`src/sv/hpid_pkg.sv`:
```
// shared types, constants and tables for the heading pid controller
`timescale 1ns / 1ps
package hpid_pkg;

  // cordic datapath widths
  localparam int XW = 28;
  localparam int ZW = 29;
  localparam int ATAN_LEN = 24;
  localparam int CORDIC_STEPS_DEF = 16;

  localparam logic signed [ZW-1:0] Q24_PI = 29'sd52707179;

  // atan(2^-i) in Q.24 radians
  localparam int ATAN_Q24 [0:ATAN_LEN-1] = '{
    13176795, 7778716, 4110060, 2086331, 1047214, 524117, 262123, 131069,
    65536, 32768, 16384, 8192, 4096, 2048, 1024, 512,
    256, 128, 64, 32, 16, 8, 4, 2
  };

  // configuration register indexes
  localparam logic [2:0] REG_GAIN_P = 3'd0;
  localparam logic [2:0] REG_GAIN_I = 3'd1;
  localparam logic [2:0] REG_GAIN_D = 3'd2;
  localparam logic [2:0] REG_MAX_VEL = 3'd3;
  localparam logic [2:0] REG_GOAL_THR = 3'd4;
  localparam logic [2:0] REG_PRIOR_GOAL = 3'd5;

  // data handed from cell to cell
  typedef struct packed {
    logic                 valid;
    logic signed [XW-1:0] x;
    logic signed [XW-1:0] y;
    logic signed [ZW-1:0] z;
  } cordic_beat_t;

  // configuration register set
  typedef struct packed {
    logic signed [15:0] gain_p;
    logic signed [15:0] gain_i;
    logic signed [15:0] gain_d;
    logic [14:0]        vel_limit;
    logic [12:0]        goal_change_threshold;
    logic signed [15:0] prior_goal_heading;
  } cfg_regs_t;

  // post-processing sequencer
  typedef enum logic [2:0] {
    S_IDLE, S_CORDIC, S_ERR, S_INTG, S_MUL, S_SUM, S_DONE
  } pid_state_t;

endpackage

```
`src/sv/hpid_cell.sv`:
```
// one cordic vectoring cell with a fixed shift
`timescale 1ns / 1ps
module hpid_cell #(
  parameter int STEP = 0
) (
  input  logic                  clk,
  input  logic                  rst_n,
  input  hpid_pkg::cordic_beat_t beat_in,
  output hpid_pkg::cordic_beat_t beat_out
);

  localparam logic signed [hpid_pkg::ZW-1:0] ANG = hpid_pkg::ZW'(hpid_pkg::ATAN_Q24[STEP]);

  hpid_pkg::cordic_beat_t beat_r;
  logic signed [hpid_pkg::XW-1:0] xs, ys;

  assign xs = beat_in.x >>> STEP;
  assign ys = beat_in.y >>> STEP;

  // rotate toward the x axis
  always_ff @(posedge clk) begin
    if (!rst_n) begin
      beat_r.valid <= 1'b0;
    end else begin
      beat_r.valid <= beat_in.valid;
    end
    if (beat_in.y > 0) begin
      beat_r.x <= beat_in.x + ys;
      beat_r.y <= beat_in.y - xs;
      beat_r.z <= beat_in.z + ANG;
    end else begin
      beat_r.x <= beat_in.x - ys;
      beat_r.y <= beat_in.y + xs;
      beat_r.z <= beat_in.z - ANG;
    end
  end

  assign beat_out = beat_r;

endmodule

```
`config.mk`:
```
export PLATFORM = sky130hd
export DESIGN_NAME = hpid_cell
export DESIGN_NICKNAME = d
export VERILOG_FILES = /design/src/sv/hpid_pkg.sv /design/src/sv/hpid_cell.sv
export SDC_FILE = /design/constraint.sdc
export NUM_CORES = 1
export LEC_CHECK = 0
export ABC_AREA = 1
export BUFFER_PORTS_ARGS = -buffer_cell sky130_fd_sc_hd__buf_2
export CAP_MARGIN = 10
export CORE_MARGIN = 5
export CORE_UTILIZATION = 64
export CTS_BUF_LIST = sky130_fd_sc_hd__clkbuf_2 sky130_fd_sc_hd__clkbuf_4 sky130_fd_sc_hd__clkbuf_8
export DETAILED_ROUTE_END_ITERATION = 8
export HOLD_SLACK_MARGIN = 0.06
export PLACE_DENSITY = 0.9
export SKIP_LAST_GASP = 1
export SYNTH_ARGS = -nofsm -noshare
export SYNTH_HDL_FRONTEND = slang
export SYNTH_SLANG_ARGS = --single-unit
```
`constraint.sdc`:
```
create_clock -name clk -period 6 [get_ports clk]
set_input_delay 0.9 -clock clk [delete_from_list [all_inputs] [get_ports clk]]
set_output_delay 0.9 -clock clk [all_outputs]
set_load 0.03 [all_outputs]
```
## Word level (Yosys, flattened, before mapping)

Cells that the tools add are included.
W data, S select, Z words.

| storage, ports and cells | value |
|---|---|
| input bits | 88 |
| flip-flop bits (word level) | 86 |
| output and inout bits | 86 |
| logic and storage cells | 11 |

| cells by class | value |
|---|---|
| $add $sub $neg | 5 |
| $lt $le $gt $ge | 1 |
| multiplexer cells | 1 |

Operators by type and width:

| kind | number |
|---|---|
| $mux W85 | 1 |
| $sub A28 B28 Y28 | 2 |
| $add A29 B25 Y29 const B | 1 |
| $sub A29 B25 Y29 const B | 1 |
| $add A28 B28 Y28 | 1 |
| $gt A28 B1 Y1 const B | 1 |

## Logic depth before layout (Yosys ltp)

Gate-level depths: netlist of the first run.

| logic depth | value |
|---|---|
| depth after elaboration | 2 |
| depth in mapped cells | 18 |
| gate-level depth less buffers | 17 |

## Worst setup path after synthesis of the first run

No wires, ideal clock.

| timing path | value |
|---|---|
| kind | input to register |
| from | input beat_in[30] (netlist name) |
| to | register beat_r (netlist bit beat_out[14]) |
| library setup time | 0.120 ns |
| required time | 5.880 ns |
| data arrival time | 2.895 ns |
| path slack | 2.986 ns |
| buffers on the path | 1 |
| stages on the path | 17 |
| path through | inv_1 > nand4_1 > nor2_1 > nand3_1 > nand2_2 > inv_2 > buf_2 > ha_1 > a21oi_1 > nand2_1 > nand3_1 > nand2_1 > nand2_1 > nand2_1 > nand2_1 > nand2_1 > xor2_1 |

| between the ends | value |
|---|---|
| longest elaborated chain between the ends | 2 |

RTL lines:

| item | RTL line | text |
|---|---|---|
| start, declared | hpid_cell.sv:8 | `input hpid_pkg::cordic_beat_t beat_in,` |
| $gt A28 B1 Y1 | hpid_cell.sv:27 | `if (beat_in.y > 0) begin` |
| $mux W85 | hpid_cell.sv:27 |  |
| end, declared | hpid_cell.sv:14 | `hpid_pkg::cordic_beat_t beat_r;` |

Every way passes these cells.
A chain may end at the register's enable or synchronous reset.

## Worst setup path after layout of the first run

| timing path | value |
|---|---|
| from | input beat_in[30] (netlist name) |
| to | register beat_r (netlist bit beat_out[27]) |

Same word-level chain as after synthesis.

==> results.sh, run 1 <==
export IMPL_outcome="completed"
export IMPL_worst_path_stages=18
export IMPL_grt_pass1_wl_mm=53.4
export IMPL_seq_area_frac_synth_pct=17.0
export IMPL_synth_top_cell_by_area="nand2_1"
export IMPL_synth_most_common_cell="nand2_1"
export IMPL_ctsLongestPathBuffers=2
export IMPL_final_setup_viol_count=0
export IMPL_num_vias=11600
export IMPL_ys_top_cells_by_area="nand2_1, dfxtp_1, ha_1"
export IMPL_die_w_um=135
export IMPL_rsz0062_at_grt="no"
export IMPL_syn2layout_area_growth_pct=11.1
export IMPL_coreArea_um2=15300
export IMPL_utilization_pct=72.8
export IMPL_clk_pin_slew_ns=0.10
export IMPL_critPathMaxFanout=73
export IMPL_crit_end="beat_out[27]"
export IMPL_cts_sinks=85
export IMPL_dp_hpwl_mm=28.6
export IMPL_synth_area_um2=9990
export IMPL_ys_async_sr_fraction_pct=0
export IMPL_worstHoldStart="beat_in[85]"
export IMPL_overflow=0
export IMPL_timing_fmax_mhz=253
export IMPL_place_congestion=1.05
export IMPL_via_per_inst=5.59
export IMPL_synth_cell_types=34
export IMPL_first_pass_iters=7
export IMPL_yosysWarnings=0
export IMPL_post_cts_resize_count=0
export IMPL_post_cts_buffers=0
export IMPL_start_kind="primary input"
export IMPL_drc_errors=0
export IMPL_dr_first_iter_drc_count=1357
export IMPL_crit_required_ns=6.29
export IMPL_cap_violations=0
export IMPL_endpoint_kind="flop"
export IMPL_crit_path_start="beat_in[30]"
export IMPL_cts_buffers=9
export IMPL_die_area_um2=18200
export IMPL_largest_register_ffs=85
export IMPL_syn_area_per_cell_um2=5.84
export IMPL_hold_viol_final=0
export IMPL_synth_edf_count=0
export IMPL_syn_inst=1710
export IMPL_synth_top_area_share_pct=21.4
export IMPL_slew_violations=0
export IMPL_final_layout_size_suffix_gt1_share_pct=13.4
export IMPL_crit_type="primary input to flop"
export IMPL_min_period_ns=3.95
export IMPL_worstMarginPinSlew_ns=1.01
export IMPL_totalNegativeSetupSlack_ns=0
export IMPL_synthTopCellsByCount="nand2_1, inv_1, nand3_1, ha_1, nor2_1"
export IMPL_io_buffers=173
export IMPL_period_share_pct=65.8
export IMPL_synthFlopType="dfxtp_1"
export IMPL_cp_cell_sequence="buf_2 > inv_1 > nand4_1 > nor2_1 > nand3_1 > nand2_2 > buf_4 > ha_1 > a21oi_1 > nand2_1 > nand2_1 > nand3_1 > nand2_1 > nand2_1 > nand3b_1 > nand2_1 > nand2_1 > nand2_1"
export IMPL_leakage_nw=6.51
export IMPL_cts_htree_levels=3
export IMPL_rows=45
export IMPL_fp_dieH_um=135
export IMPL_p_per_area_nw_per_um2=220
export IMPL_avgRoutedWirePerCell_um=16.5
export IMPL_ir_drop_mv=0.159
export IMPL_wl_mm=34.2
export IMPL_antenna_found_initial=0
export IMPL_drt_antenna_violating_nets=0
export IMPL_cts_tree="built"
export IMPL_io_pins=174
export IMPL_cp_arrival_ns=4.24
export IMPL_grt_max_degree=74
export IMPL_crit_family="simple AND/OR/NAND/NOR gates"
export IMPL_grt_pass1_vias=11000
export IMPL_initial_core_util_pct=65.5
export IMPL_syn_nets=1910
export IMPL_grt_usage_pct=36.6
export IMPL_worst_path_buf_inv=3
export IMPL_cp_slowest_cell="buf_4"
export IMPL_slew_headroom_pct=32.6
export IMPL_ys_ff_latch=85
export IMPL_hold_buffers=0
export IMPL_clock_root_buffer="clkbuf_8"
export IMPL_crit_top_cell="nand2_1"
export IMPL_final_nets=2059
export IMPL_slowest_delay_ns=0.67
export IMPL_hold_class="primary input to flop"
-- per-layer routing --
metal | up-vias | wire length (um) | track usage (%)
met5 | - | 0 | 0
met4 | 0 | 1950 | 19.7
met3 | 113 | 3460 | 6.78
met2 | 666 | 15800 | 63.4
met1 | 5166 | 13000 | 42.7
li1 | 5663 | - | -
-- cell families after synthesis --
logic type | Yosys count | share of synthesized area (%)
simple gates | 929 | 39.8
flops | 85 | 17.0
xor+xnor | 45 | 3.94
fa+ha+maj | 112 | 14.3
buf+inv | 341 | 14.1
compound gates | 198 | 10.8
-- final cells by class --
type / count / area, um2
tap: 211 / 264
antenna: 1 / 2.50
fill: 1371 / 4160
clock inverter: 7 / 105
inverter: 304 / 1140
sequential: 85 / 1700
timing repair buffer: 175 / 881
multi-input combinational: 1284 / 6880
clock buffer: 9 / 124
-- report_power, final --
group / internal [mW] / switching, mW / total [mW] / leakage (nW)
logic: 0.358 / 0.879 / 1.24 / 5.67
registers: 0.674 / 0.0316 / 0.706 / 0.717
clock network: 0.243 / 0.253 / 0.496 / 0.118
total: 1.27 / 1.16 / 2.44 / 6.51
-- worst min path at each step --
| stage | end | slack [ns] | cells after the start |
|---|---|---|---|
| finish | beat_out[85] | 0.70 | 3 |
| global route | beat_out[85] | 0.72 | 3 |
| CTS | beat_out[85] | 0.69 | 3 |
| detailed placement | beat_out[85] | 1.09 | 3 |
| global placement | beat_out[85] | 1.08 | 3 |
| floorplan | beat_out[0] | 0.96 | 1 |
-- layout by cell type, fill, tap and decap left out, drive strengths merged --
master | Yosys | final
nand2 | 584 | 584
inv | 304 | 308
buf | 35 | 175
nand3 | 158 | 158
nor2 | 130 | 130
a21oi | 110 | 110
ha | 108 | 108
dfxtp | 85 | 85
o21ai | 66 | 66
xor2 | 42 | 42
nand4 | 39 | 39
o21bai | 13 | 13
nor3 | 13 | 13
clkbuf | 2 | 9
o21a | 5 | 5
fa | 4 | 4
a21o | 3 | 3
xnor2 | 3 | 3
nand3b | 2 | 2
bufinv | 0 | 2
and2 | 2 | 2
diode | 0 | 1
and3 | 1 | 1
o22ai | 1 | 1
clkinv | 0 | 1
-- per-stage QoR --
stage	setup WS (ns)	hold slack [ns]	cells	total power [mW]	cell area (um2)
CTS	2.19	0.690	2075	2.42	11100
global route	1.85	0.723	2075	2.57	11100
finish	2.05	0.701	2076	2.44	11100
global placement	1.87	1.08	2059	1.90	10900
detailed placement	1.79	1.09	2059	1.92	10900
floorplan	2.99	0.957	1710	1.58	9990
Note: power is estimated with default switching activity, not from simulation.
==> run 2: changes to the inputs <==
--- a/config.mk
+++ b/config.mk
@@ -9,11 +9,11 @@
 export BUFFER_PORTS_ARGS = -buffer_cell sky130_fd_sc_hd__buf_2
 export CAP_MARGIN = 10
 export CORE_MARGIN = 5
-export CORE_UTILIZATION = 64
+export CORE_UTILIZATION = 54
 export CTS_BUF_LIST = sky130_fd_sc_hd__clkbuf_2 sky130_fd_sc_hd__clkbuf_4 sky130_fd_sc_hd__clkbuf_8
 export DETAILED_ROUTE_END_ITERATION = 8
 export HOLD_SLACK_MARGIN = 0.06
-export PLACE_DENSITY = 0.9
+export PLACE_DENSITY = 0.8
 export SKIP_LAST_GASP = 1
 export SYNTH_ARGS = -nofsm -noshare
 export SYNTH_HDL_FRONTEND = slang
==> constraint.sdc (replaced) <==
create_clock -name clk -period 3.5 [get_ports clk]
set_input_delay 0.525 -clock clk [delete_from_list [all_inputs] [get_ports clk]]
set_output_delay 0.525 -clock clk [all_outputs]
set_load 0.03 [all_outputs]
==> run 2 against run 1 <==
Wire length grew 1.1%. Combinational power grew 71%. Sequential share of layout area is essentially flat. Sequential cell count is the same. Clock power grew 51%. Non-clock buffer count grew 4. Sequential power grew 71%. Final area is essentially flat. Die area grew 17%. Utilization shrank 11 points. Largest cell class unchanged. Highest routed layer unchanged.
==> results.sh, run 2 (synthesis results as in run 1) <==
export IMPL_outcome="completed"
export IMPL_first_pass_iters=5
export IMPL_hold_class="primary input to flop"
export IMPL_cts_tree="built"
export IMPL_wl_mm=34.6
export IMPL_ir_drop_mv=0.275
export IMPL_p_total_mw=4.08
export IMPL_slew_headroom_pct=56.4
export IMPL_worstMarginPinSlew_ns=0.654
export IMPL_grt_usage_pct=31.5
export IMPL_crit_type="primary input to flop"
export IMPL_io_buffers=173
export IMPL_final_nets=2063
export IMPL_fin_area_um2=11100
export IMPL_antenna_found_initial=0
export IMPL_dr_first_iter_drc_count=838
export IMPL_drc_errors=0
export IMPL_critPathMaxFanout=15
export IMPL_period_share_pct=84.7
export IMPL_final_layout_size_suffix_gt1_share_pct=13.5
export IMPL_syn2layout_area_growth_pct=11.2
export IMPL_clock_root_buffer="clkbuf_8"
export IMPL_via_per_inst=5.37
export IMPL_slew_violations=0
export IMPL_dp_slack_ns=0.0712
export IMPL_rsz0062_at_grt="no"
export IMPL_timing_fmax_mhz=337
export IMPL_totalNegativeSetupSlack_ns=0
export IMPL_dp_hpwl_mm=29.3
export IMPL_coreArea_um2=18100
export IMPL_overflow=0
export IMPL_p_per_area_nw_per_um2=367
export IMPL_largest_register_ffs=85
export IMPL_grt_use_met2_pct=52.3
export IMPL_num_vias=11300
export IMPL_grt_pass1_wl_mm=54.2
export IMPL_final_common_cell="nand2_1"
export IMPL_gr_usage_met3_pct=4.62
export IMPL_ctsLongestPathBuffers=2
export IMPL_crit_required_ns=3.79
export IMPL_grt_most_used_layer="met2"
export IMPL_hold_viol_final=0
export IMPL_post_cts_buffers=0
export IMPL_clk_pin_slew_ns=0.10
export IMPL_endpoint_kind="flop"
export IMPL_drt_antenna_violating_nets=0
export IMPL_min_period_ns=2.96
export IMPL_place_area_um2=10900
export IMPL_place_congestion=1.02
export IMPL_die_area_um2=21300
export IMPL_io_pins=174
export IMPL_grt_max_degree=51
export IMPL_grt_met1_usage_pct=40.9
export IMPL_whs_path_depth=3
export IMPL_leakage_nw=6.50
export IMPL_grt_pass1_vias=10600
export IMPL_cts_sinks=85
export IMPL_dp_cells=2081
export IMPL_post_cts_resize_count=0
export IMPL_cts_buffers=9
export IMPL_layout_common_cells="nand2_1, inv_1, buf_2, nand3_1, ha_1"
export IMPL_die_w_um=146
export IMPL_timing_hold_ws_ns=0.295
export IMPL_final_setup_viol_count=0
export IMPL_cts_htree_levels=3
export IMPL_start_kind="primary input"
export IMPL_cap_violations=0
export IMPL_worst_slack_ns=0.536
export IMPL_final_cells=2097
export IMPL_initial_core_util_pct=55.3
export IMPL_cp_arrival_ns=3.26
export IMPL_rows=49
export IMPL_hold_buffers=0
export IMPL_utilization_pct=61.4
export IMPL_antenna_cells=0
export IMPL_fp_dieH_um=146
export IMPL_avgRoutedWirePerCell_um=16.5
run 2: cell types whose count changed in the layout (fill, tap and decap cells not counted), sizes merged:
cell	before	now
buf	175	179
bufinv	2	0
clkinv	1	0
clkinvlp	0	2
diode	1	0
inv	308	309
run 2: path summary, 6_finish.rpt:
check	from	endpoint	slack, ns
max	beat_in[30]	beat_out[20]	0.54
min	beat_in[85]	beat_out[85]	0.29
run 2: layout make-up:
class	instances	area, um2
inverter	304	1140
fill	1845	6980
timing repair buffer	179	911
clock buffer	9	124
tap	229	287
clock inverter	7	63.8
sequential	85	1700
multi-input combinational	1284	6880
run 2: power by group:
group	switching [mW]	internal [mW]	total [mW]	leakage (nW)
Clock	0.473	0.276	0.749	0.0907
Combinational	1.50	0.615	2.12	5.69
Sequential	0.0545	1.16	1.21	0.717
run 2: metal layers:
layer	wire length, um	vias to the layer above
li1	-	5661
met1	15000	5016
met2	15600	499
met3	2570	77
met4	1470	0
met5	0	-
run 2: worst max-delay path, cell delays in order:
cell     delay [ns]
buf_2          0.14
inv_1          0.20
nand4_1        0.16
nor2_1         0.29
nand3_1        0.19
nand2_2        0.13
inv_2          0.14
ha_1           0.39
a21oi_1        0.24
o21ai_0        0.20
a21oi_1        0.16
nand2_1        0.17
nand2_1        0.11
nand2_1        0.06
xor2_1         0.15
