File: config.mk
export PLATFORM = sky130hd
export DESIGN_NAME = hpid_pid
export DESIGN_NICKNAME = d
export VERILOG_FILES = /design/src/sv/hpid_pkg.sv /design/src/sv/hpid_pid.sv
export SDC_FILE = /design/constraint.sdc
export NUM_CORES = 2
export LEC_CHECK = 0
export ABC_AREA = 1
export BUFFER_PORTS_ARGS = -buffer_cell sky130_fd_sc_hd__buf_2
export CAP_MARGIN = 20
export CORE_MARGIN = 4
export CORE_UTILIZATION = 44
export DETAILED_ROUTE_END_ITERATION = 12
export GPL_TIMING_DRIVEN = 0
export PLACE_DENSITY = 0.61
export SKIP_LAST_GASP = 1
export SYNTH_ARGS = -nofsm -noshare
export SYNTH_HDL_FRONTEND = slang
export SYNTH_SLANG_ARGS = --single-unit
File: constraint.sdc
create_clock -name clk -period 20.9 [get_ports clk]
set_input_delay 2.09 -clock clk [delete_from_list [all_inputs] [get_ports clk]]
set_output_delay 2.09 -clock clk [all_outputs]
set_load 0.02 [all_outputs]
File: src/sv/hpid_pkg.sv
// shared types, constants and tables for the heading pid controller
`timescale 1ns / 1ps
package hpid_pkg;

  // cordic datapath widths
  localparam int XW = 28;
  localparam int ZW = 29;
  localparam int ATAN_LEN = 24;
  localparam int CORDIC_STEPS_DEF = 16;

  localparam logic signed [ZW-1:0] Q24_PI = 29'sd52707179;

  // atan(2^-i) in Q.24 radians
  localparam int ATAN_Q24 [0:ATAN_LEN-1] = '{
    13176795, 7778716, 4110060, 2086331, 1047214, 524117, 262123, 131069,
    65536, 32768, 16384, 8192, 4096, 2048, 1024, 512,
    256, 128, 64, 32, 16, 8, 4, 2
  };

  // configuration register indexes
  localparam logic [2:0] REG_GAIN_P = 3'd0;
  localparam logic [2:0] REG_GAIN_I = 3'd1;
  localparam logic [2:0] REG_GAIN_D = 3'd2;
  localparam logic [2:0] REG_MAX_VEL = 3'd3;
  localparam logic [2:0] REG_GOAL_THR = 3'd4;
  localparam logic [2:0] REG_PRIOR_GOAL = 3'd5;

  // data handed from cell to cell
  typedef struct packed {
    logic                 valid;
    logic signed [XW-1:0] x;
    logic signed [XW-1:0] y;
    logic signed [ZW-1:0] z;
  } cordic_beat_t;

  // configuration register set
  typedef struct packed {
    logic signed [15:0] gain_p;
    logic signed [15:0] gain_i;
    logic signed [15:0] gain_d;
    logic [14:0]        vel_limit;
    logic [12:0]        goal_change_threshold;
    logic signed [15:0] prior_goal_heading;
  } cfg_regs_t;

  // post-processing sequencer
  typedef enum logic [2:0] {
    S_IDLE, S_CORDIC, S_ERR, S_INTG, S_MUL, S_SUM, S_DONE
  } pid_state_t;

endpackage

File: src/sv/hpid_pid.sv
// heading error, integrator, pid sum and output register
`timescale 1ns / 1ps
module hpid_pid (
  input  logic                      clk,
  input  logic                      rst_n,
  input  logic                      start,
  input  logic                      chain_done,
  input  logic signed [hpid_pkg::ZW-1:0] chain_z,
  input  logic                      zero_vec,
  input  logic signed [15:0]        robot_heading,
  input  logic signed [15:0]        target_heading,
  input  hpid_pkg::cfg_regs_t       cfg,
  input  logic                      out_tready,
  output logic                      idle,
  output logic                      out_tvalid,
  output logic signed [15:0]        turn_velocity,
  output logic signed [15:0]        heading_error,
  output logic                      goal_reached
);

  localparam logic signed [17:0] PI18 = 18'sd25736;
  localparam logic signed [17:0] TWO_PI18 = 18'sd51472;

  hpid_pkg::pid_state_t state_r, state_nxt;

  logic signed [16:0] bearing_r;
  logic               reach_r, clear_r;
  logic signed [15:0] err_r, last_error_r;
  logic signed [31:0] error_sum_r;
  logic signed [16:0] deriv_r;
  logic signed [31:0] prod_p_r;
  logic signed [47:0] prod_i_r;
  logic signed [32:0] prod_d_r;
  logic signed [49:0] acc_r;
  logic               out_valid_r;
  logic signed [15:0] vel_out_r, err_out_r;
  logic               reach_out_r;

  logic               out_load;

  // reduce an angle difference into (-pi, pi]
  function automatic logic signed [15:0] wrap_q13(input logic signed [17:0] d);
    logic signed [17:0] m;
    begin
      m = d;
      if (d > PI18) begin
        m = d - TWO_PI18;
      end else if (d <= -PI18) begin
        m = d + TWO_PI18;
      end
      return m[15:0];
    end
  endfunction

  // rounding of the cordic angle and the heading compares
  logic signed [29:0] z_round;
  logic signed [15:0] goal_diff, reach_diff;
  logic signed [15:0] goal_abs, reach_abs;

  assign z_round = 30'(chain_z) + 30'sd1024;
  assign goal_diff = wrap_q13(18'(target_heading) - 18'(cfg.prior_goal_heading));
  assign reach_diff = wrap_q13(18'(target_heading) - 18'(robot_heading));
  assign goal_abs = goal_diff[15] ? -goal_diff : goal_diff;
  assign reach_abs = reach_diff[15] ? -reach_diff : reach_diff;

  // integrator add with saturation
  logic signed [32:0] sum_wide;
  logic signed [31:0] sum_sat;

  assign sum_wide = 33'(error_sum_r) + 33'(err_r);
  always_comb begin
    if (sum_wide[32] != sum_wide[31]) begin
      sum_sat = sum_wide[32] ? 32'sh8000_0000 : 32'sh7fff_ffff;
    end else begin
      sum_sat = sum_wide[31:0];
    end
  end

  // rounding and clamp of the pid sum
  logic signed [50:0] acc_round;
  logic signed [33:0] vel_full, lim, vel_clamp;

  assign acc_round = 51'(acc_r) + 51'sd65536;
  assign vel_full = acc_round[50:17];
  assign lim = $signed({19'd0, cfg.vel_limit});
  always_comb begin
    if (vel_full > lim) begin
      vel_clamp = lim;
    end else if (vel_full < -lim) begin
      vel_clamp = -lim;
    end else begin
      vel_clamp = vel_full;
    end
  end

  // next state
  always_comb begin
    state_nxt = state_r;
    case (state_r)
      hpid_pkg::S_IDLE:   if (start) state_nxt = hpid_pkg::S_CORDIC;
      hpid_pkg::S_CORDIC: if (chain_done) state_nxt = hpid_pkg::S_ERR;
      hpid_pkg::S_ERR:    state_nxt = hpid_pkg::S_INTG;
      hpid_pkg::S_INTG:   state_nxt = hpid_pkg::S_MUL;
      hpid_pkg::S_MUL:    state_nxt = hpid_pkg::S_SUM;
      hpid_pkg::S_SUM:    state_nxt = hpid_pkg::S_DONE;
      hpid_pkg::S_DONE:   if (!out_valid_r || out_tready) state_nxt = hpid_pkg::S_IDLE;
      default:            state_nxt = hpid_pkg::S_IDLE;
    endcase
  end

  // state outputs
  always_comb begin
    idle = 1'b0;
    out_load = 1'b0;
    case (state_r)
      hpid_pkg::S_IDLE: idle = 1'b1;
      hpid_pkg::S_DONE: out_load = !out_valid_r || out_tready;
      default: begin
        idle = 1'b0;
        out_load = 1'b0;
      end
    endcase
  end

  // control state and loop memory
  always_ff @(posedge clk) begin
    if (!rst_n) begin
      state_r <= hpid_pkg::S_IDLE;
      out_valid_r <= 1'b0;
      error_sum_r <= '0;
      last_error_r <= '0;
    end else begin
      state_r <= state_nxt;
      if (out_load) begin
        out_valid_r <= 1'b1;
      end else if (out_tready) begin
        out_valid_r <= 1'b0;
      end
      if (state_r == hpid_pkg::S_INTG) begin
        error_sum_r <= clear_r ? 32'sd0 : sum_sat;
        last_error_r <= err_r;
      end
    end
  end

  // datapath registers per step
  always_ff @(posedge clk) begin
    if (state_r == hpid_pkg::S_CORDIC && chain_done) begin
      bearing_r <= zero_vec ? 17'sd0 : z_round[27:11];
      clear_r <= 16'(goal_abs) > 16'(cfg.goal_change_threshold);
      reach_r <= reach_abs < 16'sd2048;
    end
    if (state_r == hpid_pkg::S_ERR) begin
      err_r <= wrap_q13(18'(bearing_r) - 18'(robot_heading));
    end
    if (state_r == hpid_pkg::S_INTG) begin
      deriv_r <= 17'(last_error_r) - 17'(err_r);
    end
    if (state_r == hpid_pkg::S_MUL) begin
      prod_p_r <= cfg.gain_p * err_r;
      prod_i_r <= 48'(cfg.gain_i) * 48'(error_sum_r);
      prod_d_r <= 33'(cfg.gain_d) * 33'(deriv_r);
    end
    if (state_r == hpid_pkg::S_SUM) begin
      acc_r <= 50'(prod_p_r) + 50'(prod_i_r) + 50'(prod_d_r);
    end
    if (out_load) begin
      vel_out_r <= vel_clamp[15:0];
      err_out_r <= err_r;
      reach_out_r <= reach_r;
    end
  end

  assign out_tvalid = out_valid_r;
  assign turn_velocity = vel_out_r;
  assign heading_error = err_out_r;
  assign goal_reached = reach_out_r;

endmodule

Word-level counts from Yosys, hierarchy flattened. Index checks and enable logic that the tools add are counted.

$add $sub $neg: 18. $mul: 3. $lt $le $gt $ge: 10. Equality and inequality tests: 10. Muxes and demuxes: 21. Reductions and logical operators: 6.

Operators by type and width (count): $mux W16 (9); $mux W32 (3); $add A50 B18 Y51 const B (1); $sub A16 B16 Y17 (3); $add A49 B33 Y50 (1); $add A32 B48 Y49 (1); $add A16 B15 Y16 const B (3); $mul A16 B32 Y48 (1); $sub A16 B15 Y16 const B (3); $gt A17 B16 Y1 const B (2); $gt A34 B16 Y1 (1); $le A17 B16 Y1 const B (2); $lt A34 B34 Y1 (1); $neg A15 Y34 (1); $add A32 B16 Y33 (1); $mul A16 B17 Y33 (1); $mul A16 B16 Y32 (1); $neg A16 Y16 (2); $add A28 B12 Y28 const B (1); $pmux W3 S7 (1); $gt A18 B16 Y1 const B (1); $le A18 B16 Y1 const B (1); $sub A17 B16 Y18 (1); $gt A16 B13 Y1 (1); other kinds (15) (25).

Register bits: 300. Bits of input ports: 159. Output and inout port bits: 35. Word-level logic and storage cells: 85.

Longest topological paths before layout.
Depth in word-level cells: 7. Depth in mapped cells: 37. Depth with buffers taken out: 36.

Worst setup path before layout. Ideal clock, no wire load.

Path type: register to register. From: register state_r[0]. To: register prod_d_r[0], enable pin. Library setup time: 726 ps. Arrival time: 8259 ps. Data required time: 20174 ps. Setup slack: 11915 ps. Cell stages (with the launch flop): 3. Path buffers: 1. Clock period less this slack: 8985 ps. Path through: dfxtp_1 > clkbuf_1 > nor3_1.

Cells in the longest elaborated chain, start to end: 1.

RTL lines: from (decl) (RTL line hpid_pid.sv:24) `hpid_pkg::pid_state_t state_r, state_nxt;`; from (signal assigned) (RTL line hpid_pid.sv:128) `state_r <= hpid_pkg::S_IDLE;`; from (signal assigned) (RTL line hpid_pid.sv:133) `state_r <= state_nxt;`; $eq A3 B3 Y1 (RTL line hpid_pid.sv:159) `if (state_r == hpid_pkg::S_MUL) begin`; to (signal assigned) (RTL line hpid_pid.sv:162) `prod_d_r <= 33'(cfg.gain_d) * 33'(deriv_r);`; to (decl) (RTL line hpid_pid.sv:33) `logic signed [32:0] prod_d_r;`.

Every way passes these cells. A chain may end at the register's enable or synchronous reset.

Worst setup path in the final report.
From: input port cfg[83] in the netlist's numbering. To: register prod_p_r[30], data pin.

Cells in the longest elaborated chain, start to end: 1.

RTL lines: from (decl) (RTL line hpid_pid.sv:12) `input hpid_pkg::cfg_regs_t cfg,`; $mul A16 B16 Y32 (RTL line hpid_pid.sv:160) `prod_p_r <= cfg.gain_p * err_r;`; to (signal assigned) (RTL line hpid_pid.sv:160); to (decl) (RTL line hpid_pid.sv:31) `logic signed [31:0] prod_p_r;`.

Every way passes these cells.

==> flow_summary.json <==
{
  "clkTransAtPathRegs_ns": 0.06,
  "clock_skew_ns": 0.03976,
  "p_seq_share_pct": 12.6,
  "synth_top_family_by_area": "adder cells",
  "p_sw_share_pct": 55.15,
  "pre_cts_slack_ns": 11.26,
  "min_path_type": "register to register",
  "grt_pass1_vias": 51276,
  "syn_nets": 9352,
  "io_buffers": 162,
  "tns_ns": 0,
  "synth_edf_count": 232,
  "post-route-min-period_ns": 9.031,
  "cellPowerDensity_nw_per_um2": 118.6,
  "vias": 48765,
  "finalWirelength_mm": 171.0,
  "grt_max_degree": 35,
  "grt_antenna_before_repair": 6,
  "synthCells": 7618,
  "total_power_mw": 7.807,
  "slew_viol_final": 0,
  "synth_compound_area_share_pct": 6.495,
  "dr.pass1.iters": 8,
  "ys_types": 60,
  "die_h_um": 380.9,
  "gr-total-overflow": 0,
  "end_kind": "register",
  "fin_util_pct": 47.74,
  "syn_area_per_cell_um2": 8.031,
  "synthToLayoutAreaGrowth_pct": 7.559,
  "rsz0062_at_grt": "no",
  "ctsHoldBuffers": 0,
  "cts-resized-gates": 0,
  "slew_headroom_pct": 36.65,
  "cap_violations": 0,
  "route.detailed.drc": 0,
  "insertion_delay_ns": 0.62,
  "ys_warn_count": 0,
  "cts_max_path_buffers": 3,
  "p_sw_mw": 4.306,
  "cts_buffers": 38,
  "crit_arrival_ns": 9.34,
  "num-fill-cells": 13764,
  "ys.flop_type": "edfxtp_1",
  "crit_type": "primary input to register",
  "async_flop_share_pct": 0,
  "root_buffer": "clkbuf_16",
  "grt_first_pass_wirelength_mm": 278.6,
  "wl_per_cell_um": 17.68,
  "synthTopCellsByArea": "fa_1, inv_1, edfxtp_1",
  "start_util_pct": 44.39,
  "dieArea_um2": 145100,
  "worst_pin_slew_ns": 0.9503,
  "met3_usage_pct": 3.316,
  "status": "finished, final reports clean",
  "synth_area_leader_cell": "fa_1",
  "boundaryPins": 194,
  "grt_usage_pct": 24.13,
  "path_common_cell": "fa_1",
  "cts.sinks": 284,
  "synth_seq_cells": 284,
  "drtIter0Drc": 2965,
  "yosysSeqAreaShare_pct": 13.09,
  "layout.cells.non_filler": 9671,
  "r2r_cells": 25,
  "syn-cell-area_um2": 61180,
  "fmax_mhz": 110.7,
  "critPathLaunchType": "primary input",
  "placed_cell_area_um2": 64480,
  "row_count": 136,
  "peakVddDrop_uv": 411.2,
  "critPathMaxStageDelay_ns": 0.59,
  "placed_cells": 9595,
  "fin_crit_sh_pct": 43.21,
  "final_nets": 9576,
  "place.gp.congestion": 0.9557,
  "min_path_cells": 0,
  "met1_usage_pct": 32.22,
  "whs_ns": 0.4229,
  "htree_levels": 2,
  "yosysMostFrequentCell": "inv_1",
  "path_max_fanout": 10,
  "drive_gt1_share_pct": 4.992,
  "use_met2_pct": 41.05,
  "netlist_top_cells_count": "inv_1, nand2_1, fa_1",
  "setup_slack_ns": 11.87,
  "ant_nets": 0,
  "synth-simple-area-share_pct": 17.46,
  "synthXorXnorAreaFrac_pct": 4.213,
  "crit_path_top_delay_cell": "xor2_1",
  "core-area_um2": 137800,
  "synth_top_area_share_pct": 35.21,
  "hold_violations": 0,
  "setup_viol": 0,
  "yosys.area_share.adder_pct": 45.41,
  "stdcell_area_um2": 65800,
  "grt_busiest_layer": "met2",
  "pwr-share-comb_pct": 78.9,
  "critPathRequiredTime_ns": 21.21,
  "dp_hpwl_mm": 147.0,
  "die_w_um": 380.9,
  "muxShareOfSynthArea_pct": 0,
  "cts_tree": "built",
  "vias_per_cell": 5.042,
  "internal-power_mw": 3.501,
  "post-cts-setup-buffer-count": 0,
  "p_leak_nw": 33.91,
  "clockPowerShare_pct": 8.6
}
## path summary, 6_finish.rpt
check	startpoint	endpoint	slack [ns]
max	cfg[83]	prod_p_r[30]	11.87
min	reach_r	goal_reached	0.42
max reg2reg	err_r[4]	prod_p_r[30]	12.64
min reg2reg	reach_r	goal_reached	0.42
## critical path: cells and delay by family
family,cells,cell delay (ns)
xor+xnor,1,0.59
simple gates,1,0.15
compound gates,9,1.78
buf+inv,7,1.23
fa+ha+maj,7,3.50
## cells by family after synthesis
logic type | count (synthesis)
AO/OA/AOI/OAI | 715
XOR/XNOR | 290
AND/OR/NAND/NOR | 2592
adder cells (fa/ha/maj) | 1575
flip-flops | 284
buffers and inverters | 2162
## placed cells by master, fill, tap and decap left out, types with 6 or more instances in the layout
| cell type | netlist | layout |
|---|---|---|
| buf_6 | 1 | 12 |
| nor3_1 | 63 | 61 |
| a21oi_1 | 368 | 368 |
| nand2_1 | 1839 | 1839 |
| o221ai_1 | 9 | 9 |
| o31ai_1 | 6 | 6 |
| or2_2 | 54 | 54 |
| fa_1 | 1076 | 1076 |
| o21ai_0 | 172 | 172 |
| ha_1 | 499 | 499 |
| nand3_1 | 204 | 204 |
| o21a_1 | 18 | 18 |
| o21ai_1 | 17 | 17 |
| a21o_1 | 7 | 7 |
| nor4_1 | 25 | 24 |
| a31oi_1 | 29 | 29 |
| buf_2 | 8 | 170 |
| nor2_2 | 8 | 8 |
| clkbuf_16 | 0 | 39 |
| o211ai_1 | 28 | 28 |
| nand2_2 | 23 | 23 |
| a211oi_1 | 6 | 6 |
| buf_4 | 5 | 13 |
| inv_2 | 14 | 14 |
| nand3_2 | 9 | 9 |
| o21bai_1 | 24 | 24 |
| nand3b_1 | 15 | 15 |
| clkinv_2 | 1 | 6 |
| a21boi_0 | 10 | 10 |
| clkbuf_1 | 231 | 235 |
| nor2_1 | 271 | 270 |
| inv_1 | 1898 | 1898 |
| nand4_1 | 59 | 59 |
| xnor2_1 | 82 | 82 |
| dfxtp_1 | 52 | 52 |
| edfxtp_1 | 232 | 232 |
| xor2_1 | 203 | 203 |
## power by group through the flow
stage	clock [mW]	sequential [mW]	combinational [mW]
after global routing	0.715	0.983	7.03
after CTS	0.691	0.985	6.37
final	0.671	0.980	6.16
after global placement	0	0.999	6.23
after floorplan	0	0.984	4.14
after detailed placement	0	0.996	6.29
## cell type report
cell class / count / area (um^2) / area share [%]
clock buffer: 46 / 1032 / 1.569
buffer: 247 / 964.7 / 1.466
timing repair buffer: 184 / 1057 / 1.607
inverter: 1915 / 7189 / 10.93
clock inverter: 24 / 254.0 / 0.3860
sequential: 284 / 8008 / 12.17
multi-input combinational: 5172 / 45040 / 68.45
tap: 1794 / 2245 / 3.411
antenna: 5 / 12.51 / 0.01901
## state kept, by name, indices dropped and copies added, names as in the netlist, 17 cells and up
signal	flops
error_sum_r	32
prod_p_r	32
acc_r	34
deriv_r	17
prod_d_r	33
bearing_r	17
prod_i_r	48
## layer usage
metal / vias to the layer above / share of wire [%]
met1: 23815 / 43
met2: 1351 / 47
li1: 23347 / -
met4: 0 / 3.3
met3: 252 / 5.9
met5: - / 0
No activity file was read; power rests on OpenSTA's default activity.
